<file path="src/hw/rtl/lphm_pkg.sv">
// shared types, codes and constants of the linear probe hash map
package lphm_pkg;

    localparam int TableSlotsDef = 1024;
    localparam int CfgW          = 11;
    localparam logic [CfgW-1:0] CfgReset = 11'd1024;
    localparam int PosMaxW       = 16;
    localparam int DivBits       = 4;
    localparam logic [31:0] MixC1 = 32'h85ebca6b;
    localparam logic [31:0] MixC2 = 32'hc2b2ae35;

    localparam logic [2:0] REQ_SET   = 3'd0;
    localparam logic [2:0] REQ_ERASE = 3'd1;
    localparam logic [2:0] REQ_GET   = 3'd2;
    localparam logic [2:0] REQ_RAW   = 3'd3;
    localparam logic [2:0] REQ_CLEAR = 3'd4;

    typedef enum logic [1:0] {
        ST_OK,
        ST_FULL,
        ST_KEY_ZERO,
        ST_RANGE
    } status_t;

    typedef struct packed {
        logic [2:0]         req_type;
        logic               key_zero;
        logic [31:0]        key;
        logic [31:0]        value;
        logic [9:0]         slot_index;
        logic [PosMaxW-1:0] home;
    } job_t;

endpackage

</file>
<file path="src/hw/rtl/lphm_front.sv">
// request intake: murmur3 finalizer and iterative modulo to the home slot
module lphm_front
    import lphm_pkg::*;
#(
    parameter int CW = 11
)
(
    input  logic          clk,
    input  logic          rst_n,
    input  logic          hold,
    input  logic          in_valid,
    output logic          in_ready,
    input  logic [2:0]    req_type,
    input  logic [31:0]   key,
    input  logic [31:0]   value,
    input  logic [9:0]    slot_index,
    input  logic [CW-1:0] n,
    output logic          q_valid,
    input  logic          q_ready,
    output job_t          q_data
);

    typedef enum logic [2:0] {
        F_IDLE,
        F_MUL1,
        F_MUL2,
        F_FOLD,
        F_DIV,
        F_PUSH
    } fstate_t;

    localparam int DivSteps = 32 / DivBits;
    localparam int CntW = $clog2(DivSteps);

    fstate_t         state_reg;
    job_t            job_reg;
    logic [31:0]     h_reg;
    logic [31:0]     dvd_reg;
    logic [31:0]     dvd_next;
    logic [CW-1:0]   rem_reg;
    logic [CW-1:0]   rem_next;
    logic [CntW-1:0] cnt_reg;
    logic [31:0]     x1;
    logic [31:0]     x2;

    assign in_ready = (state_reg == F_IDLE) && !hold;
    assign q_valid  = (state_reg == F_PUSH);
    assign q_data   = job_reg;
    assign x1       = job_reg.key ^ (job_reg.key >> 16);
    assign x2       = h_reg ^ (h_reg >> 13);

    // restoring remainder, DivBits dividend bits per cycle
    always_comb
    begin
        logic [CW:0]   t;
        logic [CW-1:0] r;
        logic [31:0]   d;
        r = rem_reg;
        d = dvd_reg;
        for (int i = 0; i < DivBits; i++)
        begin
            t = {r, d[31]};
            d = {d[30:0], 1'b0};
            if (t >= {1'b0, n})
            begin
                t = t - {1'b0, n};
            end
            r = t[CW-1:0];
        end
        rem_next = r;
        dvd_next = d;
    end

    always_ff @(posedge clk or negedge rst_n)
    begin
        if (!rst_n)
        begin
            state_reg <= F_IDLE;
            cnt_reg   <= '0;
            job_reg   <= '0;
            h_reg     <= '0;
            dvd_reg   <= '0;
            rem_reg   <= '0;
        end
        else
        begin
            case (state_reg)
                F_IDLE:
                begin
                    if (in_valid && in_ready)
                    begin
                        job_reg.req_type   <= req_type;
                        job_reg.key        <= key;
                        job_reg.value      <= value;
                        job_reg.slot_index <= slot_index;
                        job_reg.key_zero   <= (key == 32'd0);
                        job_reg.home       <= '0;
                        if (req_type inside {REQ_SET, REQ_ERASE, REQ_GET} && key != 32'd0)
                        begin
                            state_reg <= F_MUL1;
                        end
                        else
                        begin
                            state_reg <= F_PUSH;
                        end
                    end
                end
                F_MUL1:
                begin
                    h_reg     <= x1 * MixC1;
                    state_reg <= F_MUL2;
                end
                F_MUL2:
                begin
                    h_reg     <= x2 * MixC2;
                    state_reg <= F_FOLD;
                end
                F_FOLD:
                begin
                    dvd_reg   <= h_reg ^ (h_reg >> 16);
                    rem_reg   <= '0;
                    cnt_reg   <= '0;
                    state_reg <= F_DIV;
                end
                F_DIV:
                begin
                    dvd_reg <= dvd_next;
                    rem_reg <= rem_next;
                    cnt_reg <= cnt_reg + 1'b1;
                    if (cnt_reg == CntW'(DivSteps - 1))
                    begin
                        job_reg.home <= PosMaxW'(rem_next);
                        state_reg    <= F_PUSH;
                    end
                end
                F_PUSH:
                begin
                    if (q_ready)
                    begin
                        state_reg <= F_IDLE;
                    end
                end
                default:
                begin
                    state_reg <= F_IDLE;
                end
            endcase
        end
    end

endmodule

</file>
<file path="config.mk">
export PLATFORM = sky130hd
export DESIGN_NAME = lphm_front
export DESIGN_NICKNAME = d
export VERILOG_FILES = /design/src/hw/rtl/lphm_pkg.sv /design/src/hw/rtl/lphm_front.sv
export SDC_FILE = /design/constraint.sdc
export NUM_CORES = 2
export LEC_CHECK = 0
export ABC_CLOCK_PERIOD_IN_PS = 16750
export CORE_MARGIN = 2
export CORE_UTILIZATION = 55
export DETAILED_ROUTE_END_ITERATION = 10
export DONT_BUFFER_PORTS = 1
export GPL_TIMING_DRIVEN = 1
export PLACE_DENSITY = 0.7
export SETUP_SLACK_MARGIN = 0.5
export SLEW_MARGIN = 10
export SYNTH_ARGS = -nofsm -noshare
export SYNTH_HDL_FRONTEND = slang
export SYNTH_SLANG_ARGS = --single-unit
</file>
<file path="constraint.sdc">
create_clock -name clk -period 16.75 [get_ports clk]
set_clock_uncertainty 0.1 [all_clocks]
set_input_delay 0.8375 -clock clk [delete_from_list [all_inputs] [get_ports clk]]
set_output_delay 0.8375 -clock clk [all_outputs]
set_load 0.05 [all_outputs]
</file>
Word-level counts from Yosys, hierarchy flattened. Index checks and enable logic that the tools add are counted.

Output and inout bits: 96. Memories: 0. Memory bits (writable): 0. ROM bits: 0. Latch bits: 0. Word-level logic and storage cells: 67. Flip-flop bits (word level): 175. Bits of input ports: 93.

Shift-type cells: 0. Bitwise gates (word level): 3. Mux-type cells: 16. Reductions and logical operators: 15. Divide/modulo/power cells: 0. Equal/unequal tests: 11. Add/subtract/negate cells: 5. Magnitude comparators: 4. Multipliers: 2.

Operators with widths (count): $pmux W32 S2 (2); $xor A32 B16 Y32 (2); $ge A12 B11 Y1 (4); $mux W11 (4); $sub A11 B11 Y11 (4); $logic_not A32 Y1 (1); $mul A32 B31 Y32 const B (1); $mul A32 B32 Y32 const B (1); $mux W16 (2); $pmux W16 S2 (1); $reduce_bool A32 Y1 (1); $xor A32 B19 Y32 (1); $pmux W11 S2 (1); $pmux W3 S6 (1); $mux W3 (4); $eq A3 B2 Y1 const B (3); $eq A3 B3 Y1 const B (3); $eq A3 B1 Y1 const B (2); $logic_not A3 Y1 (2); $pmux W3 S2 (1); $reduce_and A3 Y1 (2); $reduce_bool A2 Y1 (3); $ne A2 B1 Y1 const B (2); $add A3 B1 Y3 const B (1); 5 further kinds (7).

Depth between registers and ports, before layout.
Word-level depth: 10. Gate-level depth with buffers: 42. Depth with buffers taken out: 39.

Least setup slack after synthesis. No wires, ideal clock.

Path type: input port to flip-flop. Start point: in n[0]. End point: reg rem_reg[10]. Arrival time: 9.080 ns. Data required time: 16.529 ns. Setup time: 0.121 ns. Path slack: 7.449 ns. Buffers on the path: 4. Stages: 38. Cells stage by stage: ha_1 -> fa_1 -> nor2b_4 -> o31a_4 -> o41ai_2 -> a2bb2oi_2 -> dlymetal6s2s_1 -> a21oi_1 -> fa_1 -> a211oi_1 -> o21ai_1 -> nand2_1 -> o21ai_1 -> or3_4 -> buf_2 -> mux2_2 -> ha_1 -> a21o_1 -> [... 2 more ...] -> or4b_1 -> a31o_1 -> a21oi_2 -> o21ai_2 -> buf_2 -> mux2_2 -> ha_1 -> and3_1 -> a221oi_1 -> o21bai_1 -> a21oi_1 -> nor2_1 -> o221a_2 -> nor3_1 -> mux2i_2 -> buf_6 -> o21a_1 -> a32o_2.

Longest elaborated chain between the ends: 9. Elaborated cells on any way between the ends: 13.

Ends and longest elaborated chain: start: declaration (RTL line lphm_front.sv:17) `input logic [CW-1:0] n,`; $sub A11 B11 Y11 or $ge A12 B11 Y1 (tied branches) (RTL line lphm_front.sv:66, lphm_front.sv:64); $mux W11 (RTL line lphm_front.sv:64) `if (t >= {1'b0, n})`; $sub A11 B11 Y11 or $ge A12 B11 Y1 (tied branches) (RTL line lphm_front.sv:66, lphm_front.sv:64); $mux W11 (RTL line lphm_front.sv:64); $sub A11 B11 Y11 or $ge A12 B11 Y1 (tied branches) (RTL line lphm_front.sv:66, lphm_front.sv:64); $mux W11 (RTL line lphm_front.sv:64); $sub A11 B11 Y11 or $ge A12 B11 Y1 (tied branches) (RTL line lphm_front.sv:66, lphm_front.sv:64); $mux W11 * (RTL line lphm_front.sv:64); $pmux W11 S2 * (RTL line lphm_front.sv:87) `case (state_reg)`; end signal: assignment (RTL line lphm_front.sv:128) `rem_reg <= rem_next;`; end: declaration (RTL line lphm_front.sv:40) `logic [CW-1:0] rem_reg;`.

Every way passes the cells marked *; elsewhere a longest branch is shown, timed or not. A chain may end at the register's enable or synchronous reset.

Worst setup path after layout.
Start point: reg dvd_reg[31]. End point: reg rem_reg[10].

Longest elaborated chain between the ends: 9. Elaborated cells on any way between the ends: 13.

Ends and longest elaborated chain: start: declaration (RTL line lphm_front.sv:38) `logic [31:0] dvd_reg;`; start signal: assignment (RTL line lphm_front.sv:120) `dvd_reg <= h_reg ^ (h_reg >> 16);`; start signal: assignment (RTL line lphm_front.sv:127) `dvd_reg <= dvd_next;`; $sub A11 B11 Y11 or $ge A12 B11 Y1 (tied branches) (RTL line lphm_front.sv:66, lphm_front.sv:64); $mux W11 * (RTL line lphm_front.sv:64); $sub A11 B11 Y11 or $ge A12 B11 Y1 (tied branches) (RTL line lphm_front.sv:66, lphm_front.sv:64); $mux W11 * (RTL line lphm_front.sv:64); $sub A11 B11 Y11 or $ge A12 B11 Y1 (tied branches) (RTL line lphm_front.sv:66, lphm_front.sv:64); $mux W11 * (RTL line lphm_front.sv:64); $sub A11 B11 Y11 or $ge A12 B11 Y1 (tied branches) (RTL line lphm_front.sv:66, lphm_front.sv:64); $mux W11 * (RTL line lphm_front.sv:64); $pmux W11 S2 * (RTL line lphm_front.sv:87).

Marks and branches as above.

==> summary.md <==
| Metric | Value |
|---|---|
| Outcome | completed |
| Fin nets | 3760 |
| Core Area | 48700 µm² |
| Synth warnings | 0 |
| Commonest non-fill, non-tap cell in the layout | inv_1 |
| Slew Viols, Final | 0 |
| Setup TNS | 0 ns |
| Post-Route WL | 73000 µm |
| Storage cell area | 4250 µm² |
| Die height | 226 µm |
| Post-DP HPWL | 61800 µm |
| Area taken by multi-input logic gates | 20100 µm² |
| Row cnt | 81 |
| DRC | 0 |
| Worst setup EP type | flop |
| Root Buffer | clkbuf_16 |
| Final Cycle Share | 0.603 |
| Number of global-route vias before repair | 20585 |
| Fillers | 4235 |
| WP data required | 16.98 ns |
| Class of the worst hold path | in -> async |
| Netlist Area Pre-Place | 27100 µm² |
| DR vias/cell | 5.50 |
| Routed len/inst | 20.7 µm |
| Setup Crit Path Kind | reg -> reg |
| Synth Instances | 2851 |
| Synth async-reset ratio | 1.00 |
| Main synth FF type | dfrtp_1 |
| Initial Util | 0.556 |
| First-pass GRT wire length | 115000 µm |
| Highest-count cells in the layout ignoring fill and taps | 663 x inv_1, 426 x ha_1, 399 x fa_1 |
| Die width | 226 µm |
| Largest net degree at the start of global routing | 111 |
| CTS tree | built |
| Gr ovfl total | 0 |
| Final setup violation count | 0 |
| Register area share after synthesis | 0.157 |
| Unrepaired setup endpoints after global routing | false |
| Vias | 19372 |
| Clk slew on worst S/H paths | 0.07 ns |
| Layout cell share with drive strength beyond 1 | 0.0378 |
| Insertion delay of the later-clocked pin in the worst-skew pair | 0.45 ns |
| Starting DRT DRC Count | 1218 |
| CTS Buffer Depth | 2 |
| Slowest CP cell | a2bb2oi_2 |
| Crit path DAT | 10.34 ns |
| Die footprint | 51100 µm² |
| Initial antenna violation count | 0 |
| CTS buffer count | 17 |
| Max FFs per register | 89 |
| # H-tree levels | 4 |
| Yosys reg bits | 170 |
| Global Route Usage Sum | 0.298 |
| Post-synth EDFFs | 0 |
| Fmax achieved | 0.0990 GHz |
| CP Launch Type | flop |
| Resize count post-CTS | 0 |
| Number of max-cap violations | 0 |
| Pre-antenna DRT Iters | 5 |
| Clk sinks | 170 |
| Max-slew headroom | 0.225 |
| Avg Inst Size Synth | 9.51 µm² |
| Largest stage delay, worst path | 0.65 ns |
| Remaining antenna violation count | 0 |
| Yosys cell types | 76 |
| PortBufs | 0 |
| Fin. Hold Viols | 0 |
| CP max FO | 14 |
| Area delta synth->final | 5.30% |
| Min Tclk post-route | 10.11 ns |
| RD Place Congestion | 0.976 |
| Ant. Diodes | 0 |
| Slew @ Worst Pin | 1.16 ns |
| I/O Pins | 189 |
metrics by stage:
step	instances	area (µm²)	utilization	hold WS [ns]	setup slack (ns)
2_1_floorplan	2855	27100	-	0.350	7.45
3_3_place_gp	3485	27900	0.573	0.360	6.32
3_5_place_dp	3485	27900	0.573	0.371	6.37
4_1_cts	3519	28500	0.585	0.180	6.73
5_1_grt	3519	28500	0.585	0.189	6.04
6_report	3519	28500	0.585	0.168	6.64
what timing repair did:
item,in CTS,in global routing
endpoints found under the hold margin,110,0
hold buffers,2,0
buffers inserted,0,0
kinds of logic (layout without fill, tap and decap cells):
| logic type | count (synthesis) | in the layout | share of synthesized area |
|---|---|---|---|
| other | 1 | 5 | 0.000138 |
| AO/OA/AOI/OAI | 348 | 348 | 0.0838 |
| buffers and inverters | 729 | 729 | 0.102 |
| flip-flops | 170 | 170 | 0.157 |
| XOR/XNOR | 186 | 186 | 0.0601 |
| AND/OR/NAND/NOR | 541 | 541 | 0.0850 |
| adder cells (fa/ha/maj) | 825 | 825 | 0.491 |
| multiplexers | 51 | 51 | 0.0202 |
cell usage after synthesis, types with 13 or more instances:
cell type	instances	share of area
inv_1	663	0.092
ha_1	426	0.20
fa_1	399	0.29
nand2_1	338	0.047
dfrtp_1	170	0.16
xnor2_1	124	0.040
nor2_1	90	0.012
o21ai_0	84	0.016
a21oi_1	78	0.014
xor2_1	62	0.020
clkbuf_1	54	0.0075
a21o_1	37	0.010
mux2i_1	32	0.012
nor3_1	22	0.0041
o21ai_1	20	0.0037
o21a_1	16	0.0044
mux2_2	15	0.0062
nand2b_1	15	0.0035
nor2b_1	15	0.0035
a221o_1	13	0.0048
nand3_1	13	0.0024
layout make-up:
type / instances / share of cell area
clock inverters: 13 / 0.00452
well taps: 664 / 0.0291
multi-input cells: 1956 / 0.704
clock buffers: 19 / 0.0155
repair buffers: 34 / 0.0103
inverters: 663 / 0.0872
flip-flops and latches: 170 / 0.149
critical path, delay by kind of cell, from the launching register on:
family,cells,cell delay [ns]
AO/OA/AOI/OAI,20,5.00
adder cells (fa/ha/maj),5,1.86
buffers and inverters,2,0.14
flip-flops,1,0.43
multiplexers,2,0.70
AND/OR/NAND/NOR,7,1.74
routing by layer:
metal | GRT usage | part of all wire
met1 | 0.395 | 0.42
met2 | 0.503 | 0.49
met3 | 0.0438 | 0.055
met4 | 0.0968 | 0.033
met5 | 0 | 0
final timing paths:
| kind | startpoint | endpoint | slack (ns) | depth (start not counted) |
|---|---|---|---|---|
| hold reg to reg | dvd_reg[0] | dvd_reg[0] | 0.39 | 2 |
| max in group asynchronous | rst_n | q_data[70] | 15.89 | 1 |
| setup / recovery | dvd_reg[31] | rem_reg[10] | 6.64 | 36 |
| hold / removal | rst_n | dvd_reg[29] | 0.17 | 1 |
| setup reg to reg | dvd_reg[31] | rem_reg[10] | 6.64 | 36 |
| min in group clk | dvd_reg[0] | dvd_reg[0] | 0.39 | 2 |
Power is not shown: default switching activity piles up to over one toggle a cycle in this logic, so the estimate is an artifact.
