File: src/hw/rtl/lphm_pkg.sv
// shared types, codes and constants of the linear probe hash map
package lphm_pkg;

    localparam int TableSlotsDef = 1024;
    localparam int CfgW          = 11;
    localparam logic [CfgW-1:0] CfgReset = 11'd1024;
    localparam int PosMaxW       = 16;
    localparam int DivBits       = 4;
    localparam logic [31:0] MixC1 = 32'h85ebca6b;
    localparam logic [31:0] MixC2 = 32'hc2b2ae35;

    localparam logic [2:0] REQ_SET   = 3'd0;
    localparam logic [2:0] REQ_ERASE = 3'd1;
    localparam logic [2:0] REQ_GET   = 3'd2;
    localparam logic [2:0] REQ_RAW   = 3'd3;
    localparam logic [2:0] REQ_CLEAR = 3'd4;

    typedef enum logic [1:0] {
        ST_OK,
        ST_FULL,
        ST_KEY_ZERO,
        ST_RANGE
    } status_t;

    typedef struct packed {
        logic [2:0]         req_type;
        logic               key_zero;
        logic [31:0]        key;
        logic [31:0]        value;
        logic [9:0]         slot_index;
        logic [PosMaxW-1:0] home;
    } job_t;

endpackage

File: src/hw/rtl/lphm_queue.sv
// two-entry job queue between intake and probe engine
module lphm_queue
    import lphm_pkg::*;
(
    input  logic clk,
    input  logic rst_n,
    input  logic wr_valid,
    output logic wr_ready,
    input  job_t wr_data,
    output logic rd_valid,
    input  logic rd_ready,
    output job_t rd_data
);

    job_t       mem_reg [2];
    logic       wp_reg;
    logic       rp_reg;
    logic [1:0] cnt_reg;
    logic       push;
    logic       pop;

    assign wr_ready = (cnt_reg != 2'd2);
    assign rd_valid = (cnt_reg != 2'd0);
    assign rd_data  = mem_reg[rp_reg];
    assign push     = wr_valid && wr_ready;
    assign pop      = rd_valid && rd_ready;

    always_ff @(posedge clk)
    begin
        if (push)
        begin
            mem_reg[wp_reg] <= wr_data;
        end
    end

    always_ff @(posedge clk or negedge rst_n)
    begin
        if (!rst_n)
        begin
            wp_reg  <= 1'b0;
            rp_reg  <= 1'b0;
            cnt_reg <= 2'd0;
        end
        else
        begin
            if (push)
            begin
                wp_reg <= ~wp_reg;
            end
            if (pop)
            begin
                rp_reg <= ~rp_reg;
            end
            cnt_reg <= cnt_reg + {1'b0, push} - {1'b0, pop};
        end
    end

endmodule

File: config.mk
export PLATFORM = sky130hd
export DESIGN_NAME = lphm_queue
export DESIGN_NICKNAME = d
export VERILOG_FILES = /design/src/hw/rtl/lphm_pkg.sv /design/src/hw/rtl/lphm_queue.sv
export SDC_FILE = /design/constraint.sdc
export NUM_CORES = 1
export LEC_CHECK = 0
export BUFFER_PORTS_ARGS = -buffer_cell sky130_fd_sc_hd__buf_4
export CORE_ASPECT_RATIO = 1.5
export CORE_MARGIN = 3
export CORE_UTILIZATION = 50
export CTS_CLUSTER_SIZE = 8
export DETAILED_ROUTE_END_ITERATION = 12
export PLACE_DENSITY = 0.77
export SLEW_MARGIN = 20
export SYNTH_ARGS = -nofsm -noshare
export SYNTH_HDL_FRONTEND = slang
export SYNTH_SLANG_ARGS = --single-unit
File: constraint.sdc
create_clock -name clk -period 14.2 [get_ports clk]
set_clock_uncertainty 0.15 [all_clocks]
set_input_delay 0 -clock clk [delete_from_list [all_inputs] [get_ports clk]]
set_output_delay 0 -clock clk [all_outputs]
set_load 0.03 [all_outputs]
Word-level counts from Yosys, hierarchy flattened
Memories as Yosys holds them, arrays and structs flattened.
Index checks and enable logic that the tools add are counted.
Storage, ports and cells
  register bits after elaboration: 4
  memory bits (writable): 188
  bits of input ports: 98
  output and inout port bits: 96
  word-level logic and storage cells: 14
  memories: 1
Memory list
  mem_reg: depth 2, bits a word 94, rd ports 1, clocked after Yosys merged registers in 0, wr ports 1, RTL line lphm_queue.sv:15  | job_t mem_reg [2];
Operators by class
  add/subtract/negate cells: 2
  equal/unequal tests: 1
  mux-type cells: 2
  bitwise logic cells: 2
  reductions and logical operators: 3
Operators by type and width (number)
  adder 2 x 1 -> 2 bit: 1
  logical AND 1 bit: 2
  two-way mux 1 bit: 2
  != test 2 bit (second input constant): 1
  NOT 1 bit: 2
  nonzero test 2 bit: 1
  subtractor 2 x 1 -> 2 bit: 1

Longest topological paths before layout
Gate-level depths: netlist (run 1).
  depth after elaboration: 4
  depth in mapped cells: 7
  mapped depth without buffers: 7

Worst setup path after synthesis (run 1)
Ideal clock, no wire load.
  path type: register to register
  from: register cnt_reg[1]
  to: memory mem_reg[0][0] in the netlist's numbering (enable)
  setup time: 0.548 ns
  arrival time: 4.761 ns
  data required time: 13.502 ns
  path slack: 8.741 ns
  stages on the path, launching flop included: 4
  path buffers: 0
  clock period less this slack: 5.459 ns
  path through: dfrtp_1 -> nand2b_1 -> nand2_1 -> nor2_1
Between the ends
  cells in the longest elaborated chain, start to end: 4
RTL lines
  start, declared: RTL line lphm_queue.sv:18  | logic [1:0] cnt_reg;
  start signal, assigned: RTL line lphm_queue.sv:54  | cnt_reg <= cnt_reg + {1'b0, push} - {1'b0, pop};
  != test 2 bit: RTL line lphm_queue.sv:22  | assign wr_ready = (cnt_reg != 2'd2);
  net wr_ready: RTL line lphm_queue.sv:8  | output logic wr_ready,
  logical AND 1 bit: RTL line lphm_queue.sv:25  | assign push = wr_valid && wr_ready;
  two-way mux 1 bit: RTL line lphm_queue.sv:30  | if (push)
  two-way mux 1 bit (implied by the code): RTL line lphm_queue.sv:32  | mem_reg[wp_reg] <= wr_data;
  end, declared: RTL line lphm_queue.sv:15
The timed path passes the listed nets, and every way through them passes these cells.

==> metrics.yaml, run 1 <==
outcome: "complete, no violations"
crit_chain: "buf_4, mux2_2, buf_4"
regArea_mm2: 0.00575
fin_util_pct: 73.8
die_y_um: 153
synthMostInstantiatedCell: "edfxtp_1"
path_common_cell: "buf_4"
period_share_pct: 20.4
tritoncts: "yes"
nets: 713
maxCapViolCount: 0
max_stage_delay_ns: 0.86
vias: 3949
die_area_mm2: 0.0159
path_max_fanout: 51
finalHoldViolCount: 0
cts_setup_buffers: 0
setup-violations-final: 0
synth_edf_count: 188
synthAdderAreaFrac_pct: 0.348
cp_slowest_cell: "dfrtp_4"
cellPowerDensity_mw_per_mm2: 205
hp-start: "wr_data[85]"
globalplace.congestion: 0.719
ys.warnings.count: 0
route.detailed.drc: 0
largest_register_ffs: 188
n_fill_cell: 844
slew_headroom_pct: 42.2
ctsRootBufferMaster: "clkbuf_16"
synthesis.nets: 410
timing.rr.end: "mem_reg[0][70]"
hp-class: "input port to register"
worstHoldPathCells: 2
crit_arrival_ns: 2.75
drt_wl_total_um: 15000
synthFlopType: "edfxtp_1"
critical-path-top-delay-family: "buffers and inverters"
r2r_start: "cnt_reg[1]"
num_rows: 53
num_io_pins: 194
synth-compound-area-share_pct: 0
whs_endpoint: "mem_reg[0][85]"
netlist_area_mm2: 0.00719
die_width_um: 104
coreArea_mm2: 0.0141
multiInputGateArea_mm2: 0.00135
vdd.ir_drop.worst_mv: 0.121
synth-seq-area-share_pct: 79.9
worstSkewPairLatency_ns: 0.41
grt_setup_unrepaired: "false"
drt_first_pass_iters: 4
synth_top_family_by_area: "multiplexers"
antenna_found_initial: 3
grt_pass1_vias: 4440
fin_tns_setup_ns: 0
synth_top_area_share_pct: 78.5
fmaxAchievable_mhz: 345
critPathKind: "register to output port"
cts_sinks: 192
post_drt_via_cell_ratio: 4.81
cts_buffers: 17
grt_usage_pct: 19.2
start_kind: "register"
clockBufferDepth: 2
grt_pass1_wl_um: 23400
drt_iter0_drc: 156
area_growth_pct: 44.2
yosysUniqueCellTypes: 17
synth_cells: 310
grt.overflow.total: 0
yosysTopAreaCell: "edfxtp_1"
synthTopCellsByCount: "edfxtp_1 (188), mux2_4 (50), mux2_2 (44), buf_6 (6)"
critical_path_buf_inv_count: 2
drv_slew: 0
synth-xor-area-share_pct: 0.487
worst_slack_ns: 11.30
final_antenna_net_count: 0
r2r_slack_ns: 11.68
end_kind: "output port"
wl_per_cell_um: 18.3
synth_area_leaders: "edfxtp_1 (79%), mux2_4 (10%), mux2_2 (6.9%), dfrtp_1 (1.4%), buf_6 (0.94%)"
synth_seq_cells: 192
pre_cts_slack_ns: 11.64
grt_max_degree: 52
synth_simple_gate_area_share_pct: 0.452
worst_pin_slew_ns: 0.867
worstRegToRegCells: 5
htreeDepth: 4
min_period_ns: 2.90
synthArstFlopShare_pct: 2.08
worstPathRequired_ns: 14.05
drive_above_1_share_pct: 51.8
p_leak_nw: 4.04
p_total_w: 0.00213
synth_mux_area_share_pct: 17.3
io_buffers: 193
avgSynthCellArea_um2: 23.2
clk_pin_slew_worst_paths_ns: 0.07
initial_utilization_pct: 51.1
==> cell usage in the layout (no fill, tap or decap), drive strengths merged <==
master,netlist,final
xor2,1,1
nor2,1,1
bufinv,0,1
dfrtp,4,4
clkinvlp,0,3
clkbuf,0,18
dlygate4sd3,0,98
mux2,94,94
edfxtp,188,188
nand2,1,1
ha,2,2
inv,1,6
buf,11,197
or2,1,1
and2,1,1
clkinv,0,5
nand2b,1,1
and3,1,1
xnor2,3,3
diode,0,3
==> timing repair <==
item	4_1_cts	5_1_grt
endpoints found under the hold margin	195	0
hold buffers	98	0
gates resized for setup	0	0
endpoints found under the setup margin	0	0
==> cells by family (layout without fill, tap and decap cells) <==
group / Yosys count / count (layout)
DFF: 192 / 192
muxes: 94 / 94
other: 0 / 3
and+or+nand+nor: 6 / 6
buffers and inverters: 12 / 328
adders and majority gates: 2 / 2
xor gates and xnor gates: 4 / 4
==> power by group <==
part	leakage (nW)	internal (W)	switching, W
combinational	1.99	0.000369	0.000475
sequential	1.79	0.000776	0.0000606
clock	0.266	0.000245	0.000204
==> worst max path at each step <==
stage / start / end / slack, ns / cells past startpoint
finish: rp_reg / rd_data[15] / 11.30 / 3
floorplan: cnt_reg[1] / mem_reg[0][0] / 8.74 / 3
global route: rp_reg / rd_data[15] / 11.19 / 3
detailed placement: cnt_reg[1] / mem_reg[0][17] / 11.64 / 5
CTS: rp_reg / rd_data[16] / 11.28 / 3
global placement: cnt_reg[1] / mem_reg[0][17] / 11.76 / 5
==> final cells by class <==
cell class / instances / area share [%]
tap: 192 / 2.32
clock buffer: 18 / 4.14
multi-input combinational: 106 / 13.0
antenna: 3 / 0.0724
sequential: 192 / 55.4
timing repair buffer: 295 / 23.7
clock inverter: 14 / 1.27
inverter: 1 / 0.0362
==> worst reg2reg max path: cells and delay by family (launching register included) <==
family | cells | cell delay, ns
flip-flops | 1 | 0.41
AND/OR/NAND/NOR | 3 | 0.39
buffers and inverters | 2 | 1.17
==> through the flow <==
stage / instances / hold slack (ns) / cell area (um2)
global placement: 688 / -0.353 / 8820
CTS: 818 / 0.145 / 10400
detailed placement: 688 / -0.349 / 8820
global route: 821 / 0.149 / 10400
finish: 821 / 0.166 / 10400
floorplan: 310 / -0.446 / 7190
==> routing by layer <==
metal	part of all wire, %	GRT usage (%)	vias up
met5	0	0	-
met4	2.4	6.78	0
met3	4.7	5.53	25
met2	56	35.1	132
met1	37	21.1	1957
li1	-	-	1835
(Power assumes the default switching activity.)
==> inputs of run 2 (changes only) <==
--- a/config.mk
+++ b/config.mk
@@ -5,6 +5,7 @@
 export SDC_FILE = /design/constraint.sdc
 export NUM_CORES = 1
 export LEC_CHECK = 0
+export ABC_AREA = 1
 export BUFFER_PORTS_ARGS = -buffer_cell sky130_fd_sc_hd__buf_4
 export CORE_ASPECT_RATIO = 1.5
 export CORE_MARGIN = 3
==> constraint.sdc (replaced) <==
create_clock -name clk -period 2.7 [get_ports clk]
set_clock_uncertainty 0.15 [all_clocks]
set_input_delay 0 -clock clk [delete_from_list [all_inputs] [get_ports clk]]
set_output_delay 0 -clock clk [all_outputs]
set_load 0.03 [all_outputs]
==> metrics.yaml, run 2 <==
globalplace.congestion: 0.784  # +9.0%
drt_first_pass_iters: 4  # unchanged
crit_arrival_ns: 2.08  # -0.67 ns
fin_util_pct: 75.0  # +1.2 points
end_kind: "output port"
synth_top_area_share_pct: 79.7  # +1.2 points
route.detailed.drc: 0  # unchanged
setup-violations-final: 0  # unchanged
clk_pin_slew_worst_paths_ns: 0.07  # about the same
fmaxAchievable_mhz: 449
avgSynthCellArea_um2: 13.5  # -42%
r2r_slack_ns: 0.84  # -10.84 ns
io_buffers: 193  # unchanged
grt_max_degree: 96  # +85%
num_io_pins: 194  # unchanged
yosysUniqueCellTypes: 10  # -7
synthTopCellsByCount: "nand2_1 (295), edfxtp_1 (188), buf_2 (14), inv_1 (8), buf_6 (7)"
worstPathRequired_ns: 2.55  # -11.50 ns
grt_setup_unrepaired: "false"
ys.warnings.count: 0  # unchanged
synth_edf_count: 188  # unchanged
slew_headroom_pct: 32.0  # -10 points
netlist_area_mm2: 0.00708  # -1.5%
grt_pass1_vias: 5143  # +16%
synthMostInstantiatedCell: "nand2_1"
outcome: "complete, no violations"
synthFlopType: "edfxtp_1"
synthArstFlopShare_pct: 2.08  # unchanged
layout_common_cells: "nand2_1 (294), buf_4 (200), edfxtp_1 (188), dlygate4sd3_1 (98), clkbuf_16 (17)"
synth_cells: 523  # +69%
instances_no_fill: 997  # +21%
tritoncts: "yes"
start_kind: "register"
grt.overflow.total: 0  # unchanged
cts_resized: 0  # unchanged
worstRegToRegCells: 4  # -1
synth-seq-area-share_pct: 81.2  # +1.3 points
hp-class: "input port to register"
timing.rr.end: "mem_reg[1][10]"
drive_above_1_share_pct: 28.5  # -23 points
worstHoldPathCells: 2  # unchanged
die_y_um: 152  # -0.75%
grt_usage_pct: 22.1  # +2.9 points
area_growth_pct: 44.7
finalHoldViolCount: 0  # unchanged
drv_slew: 0  # unchanged
cellPowerDensity_mw_per_mm2: 1130  # +450%
cts_buffers: 17  # unchanged
final_common_cell: "nand2_1"
place_inst: 865  # +26%
antenna_found_initial: 1  # -2
n_fill_cell: 815  # -3.4%
fin_tns_setup_ns: 0  # unchanged
post_drt_via_cell_ratio: 4.99  # +3.7%
yosysTopAreaCell: "edfxtp_1"
critPathKind: "register to output port"
grt_pass1_wl_um: 25600  # +9.4%
htreeDepth: 4  # unchanged
synthesis.nets: 623  # +52%
ctsRootBufferMaster: "clkbuf_16"
placed_area_mm2: 0.00868  # -1.7%
largest_register_ffs: 188  # unchanged
vdd.ir_drop.worst_mv: 0.768  # +530%
path_max_fanout: 95  # +86%
die_width_um: 103  # -0.73%
synth_area_leaders: "edfxtp_1 (80%), nand2_1 (16%), dfrtp_1 (1.4%), buf_6 (1.1%), buf_2 (0.99%)"
period_share_pct: 82.5
vias: 4971  # +26%
cts_sinks: 192  # unchanged
nets: 920  # +29%
worstSkewPairLatency_ns: 0.42  # about the same
final_area_mm2: 0.0102  # -1.2%
num_rows: 52  # -1.9%
worst_pin_slew_ns: 1.02  # +0.152 ns
drt_iter0_drc: 274  # +76%
maxCapViolCount: 0  # unchanged
whs_endpoint: "mem_reg[0][45]"
initial_utilization_pct: 51.8  # +0.67 points
final_antenna_net_count: 0  # unchanged
hp-start: "wr_data[45]"
synth_seq_cells: 192  # unchanged
min_period_ns: 2.23
die_area_mm2: 0.0157  # -1.5%
p_leak_nw: 4.40  # +8.7%
wl_per_cell_um: 17.0  # -7.3%
drt_wl_total_um: 16900  # +13%
r2r_start: "cnt_reg[1]"
cts_setup_buffers: 0  # unchanged
dp_hpwl_um: 9800
clockBufferDepth: 2  # unchanged
coreArea_mm2: 0.0137  # -2.8%
run 2: critical path: stages (launching register included):
cell     delay (ns)
dfrtp_4        0.41
buf_4          0.79
nand2_1        0.14
nand2_1        0.13
buf_4          0.16
run 2: where the power goes:
group / internal (W) / switching, W / total [W]
registers: 0.00407 / 0.000168 / 0.00424
logic: 0.00154 / 0.00335 / 0.00490
clock network: 0.00131 / 0.00112 / 0.00243
run 2: cell families (layout without fill, tap and decap cells):
group | count (synthesis) | count (layout) | share of synthesized area [%]
simple gates | 299 | 299 | 15.9
flops | 192 | 192 | 81.2
buf+inv | 30 | 340 | 2.58
fa+ha+maj | 2 | 2 | 0.353
other cells | 0 | 2 | 0
run 2: how the worst max path moves through the flow:
stage               start              to  slack, ns  cells after the start
5_1_grt            rp_reg      rd_data[7]       0.33                      4
3_3_place_gp   cnt_reg[1]  mem_reg[1][81]       0.90                      4
3_5_place_dp   cnt_reg[1]  mem_reg[1][81]       0.83                      4
6_report           rp_reg     rd_data[72]       0.47                      4
4_1_cts            rp_reg     rd_data[18]       0.45                      4
2_1_floorplan  cnt_reg[1]   mem_reg[1][0]       0.05                      3
run 2: cell type report:
class	instances	area (um2)	share of cell area, %
Clock inverter	14	154	1.50
Timing Repair Buffer	299	2500	24.4
Tap cell	162	203	1.98
Multi-Input combinational cell	301	1170	11.4
Clock buffer	18	429	4.19
Antenna cell	2	5.00	0.0488
Inverter	9	37.5	0.366
Sequential cell	192	5750	56.1
run 2: metrics by stage:
stage / setup WS [ns] / hold WS, ns / power, W
3_3_place_gp: 0.897 / -0.352 / 0.00895
6_report: 0.473 / 0.154 / 0.0116
2_1_floorplan: 0.0452 / -0.446 / 0.00731
3_5_place_dp: 0.827 / -0.352 / 0.00907
5_1_grt: 0.327 / 0.131 / 0.0122
4_1_cts: 0.452 / 0.132 / 0.0116
run 2: per-layer routing:
| layer | GRT usage (%) | routed length [um] | part of all wire, % | vias up |
|---|---|---|---|---|
| met5 | 0 | 0 | 0 | - |
| met1 | 23.9 | 5970 | 35 | 2385 |
| met2 | 39.2 | 9460 | 56 | 187 |
| li1 | - | - | - | 2351 |
| met4 | 11.9 | 695 | 4.1 | 0 |
| met3 | 5.27 | 807 | 4.8 | 48 |
run 2: timing repair:
action / in CTS / in global routing
hold buffers: 98 / 0
endpoints found under the setup margin: 0 / 0
hold endpoints to repair: 194 / 0
